--- src/rtl/fsdc_pkg.sv ---
// Shared types, codes and defaults for the FAT sector dirty cache.
package fsdc_pkg;

  // Default sizes.
  localparam int SLOTS_DEF              = 32;
  localparam int MBR_SECTORS_DEF        = 63;
  localparam int FAT_REGION_SECTORS_DEF = 4;
  localparam int DIR_SECTORS_DEF        = 32;

  // Access modes.
  localparam logic [1:0] MODE_READ    = 2'd0;
  localparam logic [1:0] MODE_WRITE   = 2'd1;
  localparam logic [1:0] MODE_RELEASE = 2'd2;
  localparam logic [1:0] MODE_ACK     = 2'd3;

  // Region codes.
  localparam logic [2:0] REG_MBR      = 3'd0;
  localparam logic [2:0] REG_RESERVED = 3'd1;
  localparam logic [2:0] REG_BOOT     = 3'd2;
  localparam logic [2:0] REG_FAT      = 3'd3;
  localparam logic [2:0] REG_ROOT     = 3'd4;
  localparam logic [2:0] REG_DATA     = 3'd5;

  // Decoded view of one access.
  typedef struct packed {
    logic [2:0]  region;
    logic [4:0]  rsec;
    logic [15:0] clus;
    logic        lookup;    // tag store must be scanned
    logic        fat_wr;    // write to a FAT sector
    logic        root_wr;   // write to a root directory sector
    logic        root_last; // that sector is the last of the root directory
    logic        data_wr;   // write to a data cluster
  } decode_t;

endpackage

--- src/rtl/fsdc_decode.sv ---
// Sector address decoder: region, sector within region, cluster number.
module fsdc_decode import fsdc_pkg::*; #(
  parameter int MBR_SECTORS        = MBR_SECTORS_DEF,
  parameter int FAT_REGION_SECTORS = FAT_REGION_SECTORS_DEF,
  parameter int DIR_SECTORS        = DIR_SECTORS_DEF
) (
  input  logic [1:0]  mode,
  input  logic [15:0] lba,
  output decode_t     dec
);

  localparam int DIR_FIRST  = 1 + FAT_REGION_SECTORS;
  localparam int DATA_FIRST = DIR_FIRST + DIR_SECTORS;

  logic [15:0] ps;
  logic        is_wr;

  assign ps    = lba - 16'(MBR_SECTORS);
  assign is_wr = (mode == MODE_WRITE);

  // Walk the regions in address order.
  always_comb begin
    dec = '0;
    if (mode == MODE_RELEASE) begin
      dec.region = REG_DATA;
      dec.clus   = lba;
      dec.lookup = (lba != 16'd0);
    end else if (lba == 16'd0) begin
      dec.region = REG_MBR;
    end else if ({1'b0, lba} < 17'(MBR_SECTORS)) begin
      dec.region = REG_RESERVED;
    end else if (ps == 16'd0) begin
      dec.region = REG_BOOT;
    end else if (ps < 16'(DIR_FIRST)) begin
      dec.region = REG_FAT;
      dec.rsec   = 5'(ps - 16'd1);
      dec.fat_wr = is_wr;
    end else if (ps < 16'(DATA_FIRST)) begin
      dec.region    = REG_ROOT;
      dec.rsec      = 5'(ps - 16'(DIR_FIRST));
      dec.root_wr   = is_wr;
      dec.root_last = (ps == 16'(DATA_FIRST - 1));
    end else begin
      dec.region  = REG_DATA;
      dec.clus    = ps - 16'(DATA_FIRST) + 16'd2;
      dec.lookup  = (mode == MODE_READ) || is_wr;
      dec.data_wr = is_wr;
    end
  end

endmodule

--- src/rtl/fsdc_tag_ram.sv ---
// Dirty cluster tag memory with per-slot valid bits; a free slot reads as zero.
module fsdc_tag_ram import fsdc_pkg::*; #(
  parameter int SLOTS = SLOTS_DEF,
  localparam int SW   = $clog2(SLOTS)
) (
  input  logic          clk,
  input  logic          rst,
  input  logic          rd_en,
  input  logic [SW-1:0] rd_addr,
  output logic [15:0]   rd_data,
  input  logic          wr_en,
  input  logic          rel_en,
  input  logic [SW-1:0] wr_addr,
  input  logic [15:0]   wr_data
);

  logic [15:0]      mem [SLOTS];
  logic [SLOTS-1:0] valid;
  logic [15:0]      rd_q;
  logic             rd_vld;

  // Write the tag array and read one entry a cycle.
  always_ff @(posedge clk) begin
    if (wr_en) begin
      mem[wr_addr] <= wr_data;
    end
    if (rd_en) begin
      rd_q <= mem[rd_addr];
    end
  end

  // Track which slots hold a tag; reset frees every slot.
  always_ff @(posedge clk) begin
    if (rst) begin
      valid  <= '0;
      rd_vld <= 1'b0;
    end else begin
      if (wr_en) begin
        valid[wr_addr] <= 1'b1;
      end else if (rel_en) begin
        valid[wr_addr] <= 1'b0;
      end
      if (rd_en) begin
        rd_vld <= valid[rd_addr];
      end
    end
  end

  assign rd_data = rd_vld ? rd_q : 16'd0;

  // Update and release never coincide, and never overlap a read.
  a_one_update: assert property (@(posedge clk) disable iff (rst) !(wr_en && rel_en))
    else $error("tag write and release in the same cycle");
  a_no_rw_overlap: assert property (@(posedge clk) disable iff (rst)
    !(rd_en && (wr_en || rel_en)))
    else $error("tag read overlaps an update");

endmodule

--- src/rtl/fat_sector_dirty_cache.sv ---
// Top level: access sequencer, flags and result register of the dirty cache.
//
// One access (mode, lba) is taken when start is high and busy is low. Accesses
// that look up the tag store (data reads, data writes, releases of a nonzero
// cluster) scan every slot of the tag memory, one read a cycle through its
// single port, then drain the last read and commit; every other access goes
// straight from acceptance to the commit state. The result appears for a
// single cycle with done high and must be captured then: there is no way to
// hold it. Start may be raised again in the cycle done is shown.
module fat_sector_dirty_cache import fsdc_pkg::*; #(
  parameter int SLOTS              = SLOTS_DEF,
  parameter int MBR_SECTORS        = MBR_SECTORS_DEF,
  parameter int FAT_REGION_SECTORS = FAT_REGION_SECTORS_DEF,
  parameter int DIR_SECTORS        = DIR_SECTORS_DEF
) (
  input  logic        clk,
  input  logic        rst,
  input  logic        start,
  output logic        busy,
  input  logic [1:0]  mode,
  input  logic [15:0] lba,
  output logic        done,
  output logic [2:0]  region,
  output logic [4:0]  region_sector,
  output logic [15:0] cluster,
  output logic [4:0]  slot,
  output logic        slot_hit,
  output logic        slot_new,
  output logic        evicted,
  output logic [15:0] evicted_cluster,
  output logic        sync_pending,
  output logic        dir_pending
);

  localparam int SW = $clog2(SLOTS);

  localparam logic [1:0] S_IDLE  = 2'd0;
  localparam logic [1:0] S_SCAN  = 2'd1;
  localparam logic [1:0] S_DRAIN = 2'd2;
  localparam logic [1:0] S_DONE  = 2'd3;

  logic [1:0]    state;
  logic          accept;
  decode_t       dec;
  decode_t       dec_q;
  logic [1:0]    mode_q;
  logic [SW-1:0] rd_addr;
  logic          cmp_en;
  logic [SW-1:0] cmp_idx;
  logic [15:0]   tag;
  logic          hit_found;
  logic [SW-1:0] hit_idx;
  logic          free_found;
  logic [SW-1:0] free_idx;
  logic [15:0]   slot0_tag;
  logic          sync_flag;
  logic          dir_flag;

  logic          rd_en;
  logic          wr_en;
  logic          rel_en;
  logic [SW-1:0] wr_addr;
  logic          take_new;
  logic          take_evict;
  logic          sync_next;
  logic          dir_next;
  logic [SW-1:0] slot_next;

  assign busy   = (state != S_IDLE);
  assign accept = start && !busy;
  assign rd_en  = (state == S_SCAN);

  fsdc_decode #(
    .MBR_SECTORS        (MBR_SECTORS),
    .FAT_REGION_SECTORS (FAT_REGION_SECTORS),
    .DIR_SECTORS        (DIR_SECTORS)
  ) u_decode (
    .mode (mode),
    .lba  (lba),
    .dec  (dec)
  );

  fsdc_tag_ram #(
    .SLOTS (SLOTS)
  ) u_tag_ram (
    .clk     (clk),
    .rst     (rst),
    .rd_en   (rd_en),
    .rd_addr (rd_addr),
    .rd_data (tag),
    .wr_en   (wr_en),
    .rel_en  (rel_en),
    .wr_addr (wr_addr),
    .wr_data (dec_q.clus)
  );

  // Sequence: accept, for a lookup scan all slots and drain the last read, commit.
  always_ff @(posedge clk) begin
    if (rst) begin
      state   <= S_IDLE;
      rd_addr <= '0;
      cmp_en  <= 1'b0;
    end else begin
      cmp_en <= (state == S_SCAN);
      unique case (state)
        S_IDLE: begin
          if (accept) begin
            rd_addr <= '0;
            state   <= dec.lookup ? S_SCAN : S_DONE;
          end
        end
        S_SCAN: begin
          cmp_idx <= rd_addr;
          if (rd_addr == SW'(SLOTS - 1)) begin
            state <= S_DRAIN;
          end else begin
            rd_addr <= rd_addr + SW'(1);
          end
        end
        S_DRAIN: begin
          state <= S_DONE;
        end
        S_DONE: begin
          state <= S_IDLE;
        end
        default: begin
          state <= S_IDLE;
        end
      endcase
    end
  end

  // Latch the access and collect the lowest match, the lowest free slot
  // and the tag of slot zero as the reads come back.
  always_ff @(posedge clk) begin
    if (accept) begin
      dec_q      <= dec;
      mode_q     <= mode;
      hit_found  <= 1'b0;
      free_found <= 1'b0;
      hit_idx    <= '0;
      free_idx   <= '0;
      slot0_tag  <= '0;
    end else if (cmp_en) begin
      if (tag == dec_q.clus && !hit_found) begin
        hit_found <= 1'b1;
        hit_idx   <= cmp_idx;
      end
      if (tag == 16'd0 && !free_found) begin
        free_found <= 1'b1;
        free_idx   <= cmp_idx;
      end
      if (cmp_idx == '0) begin
        slot0_tag <= tag;
      end
    end
  end

  // Decide the tag update and the next flag values.
  always_comb begin
    take_new   = dec_q.data_wr && !hit_found && free_found;
    take_evict = dec_q.data_wr && !hit_found && !free_found;
    wr_en      = (state == S_DONE) && (take_new || take_evict);
    rel_en     = (state == S_DONE) && (mode_q == MODE_RELEASE) && hit_found;
    wr_addr    = '0;
    slot_next  = '0;
    if (hit_found) begin
      wr_addr   = hit_idx;
      slot_next = hit_idx;
    end else if (take_new) begin
      wr_addr   = free_idx;
      slot_next = free_idx;
    end

    sync_next = sync_flag;
    dir_next  = dir_flag;
    if ((dec_q.fat_wr || dec_q.data_wr) && dir_flag) begin
      sync_next = 1'b1;
      dir_next  = 1'b0;
    end
    if (dec_q.root_wr) begin
      if (dec_q.root_last) begin
        sync_next = 1'b1;
        dir_next  = 1'b0;
      end else begin
        dir_next = 1'b1;
      end
    end
    if (take_evict) begin
      sync_next = 1'b1;
    end
    if (mode_q == MODE_ACK) begin
      sync_next = 1'b0;
    end
  end

  // Commit flags and raise done for one cycle.
  always_ff @(posedge clk) begin
    if (rst) begin
      sync_flag <= 1'b0;
      dir_flag  <= 1'b0;
      done      <= 1'b0;
    end else begin
      done <= (state == S_DONE);
      if (state == S_DONE) begin
        sync_flag <= sync_next;
        dir_flag  <= dir_next;
      end
    end
  end

  always_ff @(posedge clk) begin
    if (state == S_DONE) begin
      region          <= dec_q.region;
      region_sector   <= dec_q.rsec;
      cluster         <= dec_q.clus;
      slot            <= 5'(slot_next);
      slot_hit        <= hit_found;
      slot_new        <= take_new;
      evicted         <= take_evict;
      evicted_cluster <= take_evict ? slot0_tag : 16'd0;
      sync_pending    <= sync_next;
      dir_pending     <= dir_next;
    end
  end

  // A result word lasts one cycle and leaves the block ready.
  a_done_pulse: assert property (@(posedge clk) disable iff (rst) done |=> !done)
    else $error("done held longer than one cycle");
  a_done_idle: assert property (@(posedge clk) disable iff (rst) done |-> !busy)
    else $error("result shown while still busy");
  a_evict_sync: assert property (@(posedge clk) disable iff (rst)
    done && evicted |-> sync_pending)
    else $error("eviction without sync");
  a_outcome_excl: assert property (@(posedge clk) disable iff (rst)
    done |-> $onehot0({slot_hit, slot_new, evicted}))
    else $error("more than one lookup outcome");

endmodule

--- config.mk ---
export PLATFORM = sky130hd
export DESIGN_NAME = fat_sector_dirty_cache
export DESIGN_NICKNAME = d
export VERILOG_FILES = /design/src/rtl/fsdc_pkg.sv /design/src/rtl/fsdc_decode.sv /design/src/rtl/fsdc_tag_ram.sv /design/src/rtl/fat_sector_dirty_cache.sv
export SDC_FILE = /design/constraint.sdc
export NUM_CORES = 1
export LEC_CHECK = 0
export BUFFER_PORTS_ARGS = -buffer_cell sky130_fd_sc_hd__buf_2
export CORE_MARGIN = 2
export CORE_UTILIZATION = 55
export CTS_CLUSTER_SIZE = 10
export DETAILED_ROUTE_END_ITERATION = 8
export PLACE_DENSITY = 0.72
export SLEW_MARGIN = 20
export SYNTH_ARGS = -nofsm -noshare
export SYNTH_HDL_FRONTEND = slang
export SYNTH_SLANG_ARGS = --single-unit
--- constraint.sdc ---
create_clock -name clk -period 10.51 [get_ports clk]
set_input_delay 0 -clock clk [delete_from_list [all_inputs] [get_ports clk]]
set_output_delay 0 -clock clk [all_outputs]
set_load 0.03 [all_outputs]
==> results of run 1 <==
-- layout make-up --
| cell class | instances | area share |
|---|---|---|
| clock buffers | 111 | 0.0682 |
| clock inverters | 5 | 0.00234 |
| inverters | 62 | 0.00749 |
| multi-input cells | 722 | 0.231 |
| flip-flops and latches | 685 | 0.639 |
| well taps | 672 | 0.0271 |
| repair buffers | 119 | 0.0250 |
-- Yosys cell counts, types with 3 or more instances --
cell                        count  area [sq um]
sky130_fd_sc_hd__a211oi_1       6          45.0
sky130_fd_sc_hd__nand2b_1      13          81.3
sky130_fd_sc_hd__nand3_1       37           185
sky130_fd_sc_hd__buf_2          8          40.0
sky130_fd_sc_hd__a221oi_1       3          26.3
sky130_fd_sc_hd__buf_1         19          71.3
sky130_fd_sc_hd__a31oi_1        6          37.5
sky130_fd_sc_hd__ha_1          11           138
sky130_fd_sc_hd__mux2_2        16           180
sky130_fd_sc_hd__o21a_1         4          30.0
sky130_fd_sc_hd__mux4_2       170          3830
sky130_fd_sc_hd__xor2_1         7          61.3
sky130_fd_sc_hd__nand2_1       71           267
sky130_fd_sc_hd__a22o_1         4          35.0
sky130_fd_sc_hd__o21ai_0       61           305
sky130_fd_sc_hd__inv_1         59           221
sky130_fd_sc_hd__or3_1         10          62.6
sky130_fd_sc_hd__nand3b_1       7          52.6
sky130_fd_sc_hd__xnor2_1        8          70.1
sky130_fd_sc_hd__clkinv_1       3          11.3
sky130_fd_sc_hd__nor3_1        19          95.1
sky130_fd_sc_hd__a21oi_1       77           385
sky130_fd_sc_hd__o22ai_1        4          25.0
sky130_fd_sc_hd__a22oi_1        9          67.6
sky130_fd_sc_hd__nor2b_1        5          31.3
sky130_fd_sc_hd__a21o_1         3          22.5
sky130_fd_sc_hd__clkbuf_1      46           173
sky130_fd_sc_hd__nand4_1        5          31.3
sky130_fd_sc_hd__mux2i_1       14           140
sky130_fd_sc_hd__and3_1         6          37.5
sky130_fd_sc_hd__o2bb2ai_1      5          43.8
sky130_fd_sc_hd__dfxtp_1       72          1440
sky130_fd_sc_hd__and2_1        19           119
sky130_fd_sc_hd__nor2_1        69           259
sky130_fd_sc_hd__nor4_1        11          68.8
sky130_fd_sc_hd__edfxtp_1     613         18400
sky130_fd_sc_hd__nor3b_1        4          30.0
-- sequential cells by signal, summed over array words and instances (netlist names), 3 cells and up, named ones only --
signal	count
cluster	16
cmp_idx	5
dec_q	28
evicted_cluster	16
free_idx	5
hit_idx	5
rd_addr	5
region	3
region_sector	5
slot	5
slot0_tag	16
u_tag_ram.mem	512
u_tag_ram.rd_q	16
-- cells in the final DEF, fill, tap and decap left out, drive strengths merged, types with 6 or more instances in the layout --
cell / n
a22oi: 9
or3: 11
dlygate4sd3: 17
dfxtp: 72
nand3: 38
a31oi: 6
xor2: 7
nor4: 12
nand2b: 13
xnor2: 8
nor2: 69
a211oi: 6
and2: 19
clkbuf: 111
buf: 102
edfxtp: 613
a21oi: 78
inv: 62
ha: 11
mux2: 16
and3: 6
nand3b: 7
mux2i: 14
mux4: 170
nand2: 71
o21ai: 62
nor3: 19
-- metal layers --
layer / GRT usage / up-vias
met2: 0.409 / 739
li1: - / 6411
met1: 0.348 / 7692
met4: 0.0938 / 0
met3: 0.0435 / 145
met5: 0 / -
-- power by group through the flow --
| stage | combinational [mW] | clock, mW | sequential [mW] |
|---|---|---|---|
| after floorplan | 0.565 | 0 | 3.46 |
| after global placement | 0.936 | 0 | 3.41 |
| after detailed placement | 0.957 | 0 | 3.41 |
| after CTS | 0.968 | 2.42 | 3.36 |
| after global routing | 1.05 | 2.53 | 3.37 |
| final | 0.977 | 2.39 | 3.36 |
-- path summary, 6_finish.rpt --
check / start / end / slack (ns) / depth (start not counted)
worst max-delay path: rd_addr[1] / u_tag_ram.rd_q[9] / 6.75 / 5
worst max register to register: rd_addr[1] / u_tag_ram.rd_q[9] / 6.75 / 5
worst min register to register: dec_q[26] / region[0] / 0.42 / 0
worst min-delay path: lba[0] / dec_q[21] / 0.02 / 3
-- logic make-up (layout without fill, tap and decap cells) --
family / Yosys count / in the layout / synth area share
AO/OA/AOI/OAI: 208 / 208 / 0.0467
XOR/XNOR: 15 / 15 / 0.00477
adder cells (fa/ha/maj): 11 / 11 / 0.00500
buffers and inverters: 138 / 297 / 0.0195
flip-flops: 685 / 685 / 0.721
multiplexers: 200 / 200 / 0.151
AND/OR/NAND/NOR: 288 / 288 / 0.0527
-- worst register-to-register path, stage by stage (launching register included) --
cell	delay (ns)
sky130_fd_sc_hd__dfxtp_4	0.76
sky130_fd_sc_hd__buf_4	0.70
sky130_fd_sc_hd__buf_4	0.72
sky130_fd_sc_hd__mux4_2	0.49
sky130_fd_sc_hd__mux4_2	0.54
sky130_fd_sc_hd__mux2_2	0.28
-- per-stage QoR --
stage	total power, mW	instance area [sq um]
after floorplan	4.02	27500
after global placement	4.35	28700
after detailed placement	4.37	28700
after CTS	6.75	31000
after global routing	6.94	31100
final	6.72	31100
-- repair_timing --
action                    CTS  global route
buffers inserted            0             0
hold endpoints to repair   23             0
hold buffers               17             0
==> metrics list, run 1 <==
- The run finished with clean final reports.
- The critical path contains buffers and inverters numbering 2 combined.
- Counting flops with an async set or reset pin after synthesis yields a share of 0.
* Maximum fanout count along the critical path: 52
- Final period util: 0.358
- Switching Power: 1.71 mW
- Quantity of I/O buffers inserted on ports: 72
* Post-synth cell types: 73
- CTS tree: built
* Sequential cell fraction of total power: 0.499
- Worst hold-check slack: 0.0233 ns
- Quantity of gates resized following cts: 0
- Routed length per instance: 27.3 microns
- Type of element capturing the critical path: flop
* First DRT Iteration DRCs: 1,735
- Net Count, Synth: 1,577
- DRC: 0
* Max cap viols: 0
- Number of failing setup endpoints in the final timing report: 0
- Initial antenna violation count: 2
- Share of power burned in the clock network: 0.355
* CTS Buffer Depth: 3
- Number of cells after detailed placement: 2,242
* Final sum of negative setup slack: 0 ns
- After global routing the overflow that remains totals 0.
* Die extent in y: 228 microns
- The H-tree generated during clock tree synthesis spans 3 levels.
* # rows: 82
- The synthesized netlist occupies a cell area of 27,500 sq um.
- Metal-1 WL: 25,800 microns
- In this run the count of I/O pins placed on the die edge is 73.
* Seq cells post-synth: 685
* Multi-input gate area: 7170 sq um
- Switching part of the total: 0.254
- Before CTS, the worst setup slack after placement is 6.76 ns.
* Critical path cell sequence: buf_4, buf_4, mux4_2, mux4_2, mux2_2
- Top routing layer used: met4
* Global-route wire length before repair: 96,500 microns
- Detailed-placement wirelength estimate: 37,700 microns
* Total iterations of the first detailed-routing run: 6
* Max IR drop VDD: 0.124 mV
- Register area: 19,900 sq um
* Critical path class: reg2reg
* Final non-filler cell total: 2,376
* Part of the total power dissipated in combinational logic: 0.145
- In the routed layout, each cell is associated on average with a via count of 6.31.
- Routability Congestion: 0.903
- Layout cells sized above 1: 0.232
- Pleak: 9.99 nW
* Part of the Yosys area used for sequential elements: 0.721
- Number of failing hold endpoints at the final stage: 0
- Sum of routed wire length over all layers: 64,800 microns
- For this design, the sink count on the clock tree is 685.
- For this run, the leading register cell type out of synthesis is sky130_fd_sc_hd__edfxtp_1.
- Setup repair after global routing left no endpoint under its margin.
- Starting density of the core: 0.553
- Min-Delay Path Class: in2reg
* Routed met3 length: 5010 microns
- Based on the critical path, the design can be clocked at up to 266 MHz.
* Floorplan die area: 51,900 sq um
* Via count of the first global-routing pass: 15,211
* Final worst-path setup slack: 6.75 ns
- Delay of the slowest cell on the worst path: 0.76 ns
- Between clock sinks in the finished design, the worst skew comes to 0.0281 ns.
- Core occupancy in the finished layout: 0.624
- EDFF count, synth: 613
* Ant. Diodes: 0
* Clock root cell: sky130_fd_sc_hd__clkbuf_16
- Crit-path leading delay family: buffers and inverters
* Nets@finish: 1,700
- At the worst endpoint, the required time is 10.84 ns.
* Slew headroom: 0.271
* Highest-delay cell along the critical path: sky130_fd_sc_hd__dfxtp_4
* Clock buffer count from CTS: 78
- Clock-pin slew reported for the worst setup and hold paths after clock tree synthesis: 0.06 ns
- For the worst-skew pair, the clock arrives at the later sink with an insertion delay of 0.60 ns.
- Synth-to-Final Area Change: 12.8%
- In the detailed route, the total length drawn on met2 is 31,900 microns.
- Die extent in x: 228 microns
- For this run, the total global-route usage over all layers was measured as 0.252.
- Avg Cell Area, Syn: 17.8 sq um
* Measured slew at the worst slew-check pin: 1.09 ns
* Number of instances in the synthesized netlist: 1,545
* Core region area: 49,800 sq um
- Yosys warns: 0
- Entering global routing, the biggest net connects 60 pins.
- Filler Cell Count: 3,409
- Minimum clock period after layout: 3.76 ns
* Total number of vias: 14,987
- Internal power comes to 5.01 mW.
- Arrival time reported for the critical path endpoint: 4.09 ns
- Total count of max-transition violations in the final report: 0
- Startpoint types: flop
* Count of antenna-violating nets left after detailed routing: 0
* Power density of the placed cells: 216 nW/um^2
(Power assumes the default switching activity.)
==> run 2: changes to the inputs <==
- clock period: 10.51 -> 3.55 ns (I/O delays scaled with it)
==> metrics list, run 2 (synthesized netlist as in run 1, its figures left out) <==
- The count of antenna-violating nets left after detailed routing came to 0 (unchanged).
- Clock-pin slew reported for the worst setup and hold paths after clock tree synthesis: 0.06 ns (about the same)
- Die extent in x: 228 microns (unchanged)
- Clock tree skew after final layout: 0.0291 ns (+0.000989 ns)
- Core region area: 49,800 sq um (unchanged)
- Minimum clock period after layout: 3.25 ns
* Global-route wire length before repair: 102,000 microns (+5.2%)
- TritonCTS built the clock tree.
* Critical path required time: 3.89 ns (-6.95 ns)
- Startpoint types: input port
- Setup repair after global routing left no endpoint under its margin.
- The fraction of layout instances using a drive strength above 1 was 0.256 (+0.0243).
- The detailed placer's ending HPWL came to 40,600 microns (+7.6%).
- The filler cell count is 3,357 (-1.5%).
- The clock sink count is 685 (unchanged).
- The run finished with clean final reports.
- Measured slew at the worst slew-check pin: 1.03 ns (-0.0636 ns)
* Clock latency at the later pin of the worst-skew pair: 0.61 ns (about the same)
- Type of element capturing the critical path: flop
- The total vias in the final route is 15,513 (+3.5%).
- The number of ports placed on the die boundary came to 73 (unchanged).
- The flip-flop count of the largest register after layout is 512 (unchanged).
- The number of buffer cells added on primary ports came to 72 (unchanged).
- Register area: 19,900 sq um (about the same)
- Clock root cell: sky130_fd_sc_hd__clkbuf_16
- Final period util: 0.915
- Slew headroom: 0.314 (+0.0432)
- Maximum fanout count along the critical path: 14 (-73%)
- The global-route usage over all layers is 0.267 (+0.0150).
- Largest register by flop count: u_tag_ram.mem
- The setup total negative slack was 0 ns (unchanged).
- The maximum vdd drop was 0.339 mV (+170%).
- Commonest non-fill, non-tap cells in the layout: 613 x sky130_fd_sc_hd__edfxtp_1, 170 x sky130_fd_sc_hd__mux4_2, 86 x sky130_fd_sc_hd__buf_4, 80 x sky130_fd_sc_hd__clkbuf_16, 77 x sky130_fd_sc_hd__a21oi_1
- The number of setup buffers added after CTS came to 0 (unchanged).
- Critical path class: in2reg
- The count of endpoints failing setup in the final report is 0 (unchanged).
- The final weighted congestion in routability-driven placement was 0.881 (-2.4%).
- In the final layout, the registers with the most flip-flops are u_tag_ram.mem: 512 flops, dec_q: 28 flops.
- The initial DRC count came to 2,100 (+21%).
- Avg Vias per Cell: 6.34 (+0.59%)
- Starting density of the core: 0.553 (unchanged)
* Die extent in y: 228 microns (unchanged)
- The maximum root-to-sink buffer count was 3 (unchanged).
- The worst path arrival time is 3.59 ns (-0.50 ns).
* Power density of the placed cells: 636 nW/um^2 (+190%)
* Nets@finish: 1,764 (+3.8%)
- Deepest level of the CTS H-tree: 3 (unchanged)
* Sum of routed wire length over all layers: 68,500 microns (+5.7%)
- Total iterations of the first detailed-routing run: 8 (+2)
* Maximum number of pins on one net before global-route repair: 57 (-5.0%)
* Via count of the first global-routing pass: 15,489 (+1.8%)
- The total power consumption of the routed design was 20.1 mW (+200%).
* Min-Delay Path Class: in2reg
- Final non-filler cell area: 31,600 sq um (+1.8%)
- Synth-to-Final Area Change: 14.8%
- The number of inserted diodes is 0 (unchanged).
* Most common cell after layout, fill and taps aside: sky130_fd_sc_hd__edfxtp_1
- Clock buffer count from CTS: 78 (unchanged)
- Highest attainable clock frequency: 308 MHz
- Number of failing hold endpoints at the final stage: 0 (unchanged)
- Floorplan die area: 51,900 sq um (unchanged)
- The final global-route overflow total is 0 (unchanged).
- The total count of max-transition violations in the final report is 0 (unchanged).
- The initial antenna violation count is 1 (-1).
* DRC: 0 (unchanged)
- The reported max-cap violation count was 0 (unchanged).
- The number of standard-cell rows in the floorplan was 82 (unchanged).
* Routed length per instance: 28.0 microns (+2.7%)
- Area after DPL: 29,200 sq um (+1.8%)
- The leakage power came to 10.3 nW (+3.4%).
- Multi-input gate area: 7170 sq um (about the same)
-- run 2: changes by cell type in the layout (fill, tap and decap cells not counted), moves of 2 or more --
cell,delta
sky130_fd_sc_hd__buf_4,+57
sky130_fd_sc_hd__clkbuf_1,+6
sky130_fd_sc_hd__buf_12,+5
sky130_fd_sc_hd__dlygate4sd3_1,+3
sky130_fd_sc_hd__inv_6,-3
sky130_fd_sc_hd__clkinv_8,+2
-- run 2: stage by stage --
stage / setup slack [ns] / instances / hold slack, ns / utilization
5_1_grt: 0.0134 / 2445 / 0.0707 / 0.636
3_5_place_dp: 0.626 / 2304 / 0.229 / 0.587
6_report: 0.303 / 2445 / 0.0559 / 0.636
3_3_place_gp: 0.659 / 2304 / 0.231 / 0.587
4_1_cts: 0.276 / 2445 / 0.0231 / 0.635
2_1_floorplan: 0.155 / 1545 / 0.0989 / -
-- run 2: repair_timing --
action,CTS,global route
hold buffers,20,0
endpoints found under the hold margin,26,0
resized for setup,0,1
endpoints found under the setup margin,0,1
-- run 2: cell type report --
class / count / share of cell area
repair buffers: 183 / 0.0413
clock buffers: 117 / 0.0677
well taps: 672 / 0.0266
clock inverters: 4 / 0.00249
multi-input cells: 722 / 0.227
inverters: 62 / 0.00736
flip-flops and latches: 685 / 0.628
-- run 2: worst paths after layout --
kind                            startpoint           endpoint  slack (ns)  cells past startpoint
worst max register to register  rd_addr[1]  u_tag_ram.rd_q[3]        0.66                      4
worst min-delay path               lba[12]          dec_q[17]        0.06                      4
worst max-delay path                lba[3]          dec_q[18]        0.30                     10
worst min register to register   dec_q[27]          region[1]        0.42                      0
-- run 2: power by group --
part           total [mW]  switching [mW]  internal, mW
registers            10.1           0.504          9.56
logic                2.89            1.72          1.18
clock network        7.16            2.97          4.20
total                20.1            5.19          14.9
-- run 2: worst max-delay path, stage by stage --
cell and delay (ns):
sky130_fd_sc_hd__dlygate4sd3_1 0.53, sky130_fd_sc_hd__buf_2 0.27, sky130_fd_sc_hd__and3_1 0.43, sky130_fd_sc_hd__nand3_1 0.25
sky130_fd_sc_hd__o41a_1 0.45, sky130_fd_sc_hd__a221oi_1 0.45, sky130_fd_sc_hd__a21oi_1 0.21, sky130_fd_sc_hd__o31a_1 0.27
sky130_fd_sc_hd__o22a_1 0.18, sky130_fd_sc_hd__dlygate4sd3_1 0.54
-- run 2: layer usage --
metal  share of wire  wire [microns]  GRT usage
met5         0.00019              13          0
met4           0.025            1710     0.0835
met3           0.085            5810     0.0474
met2            0.50           34000      0.435
met1            0.39           26900      0.372
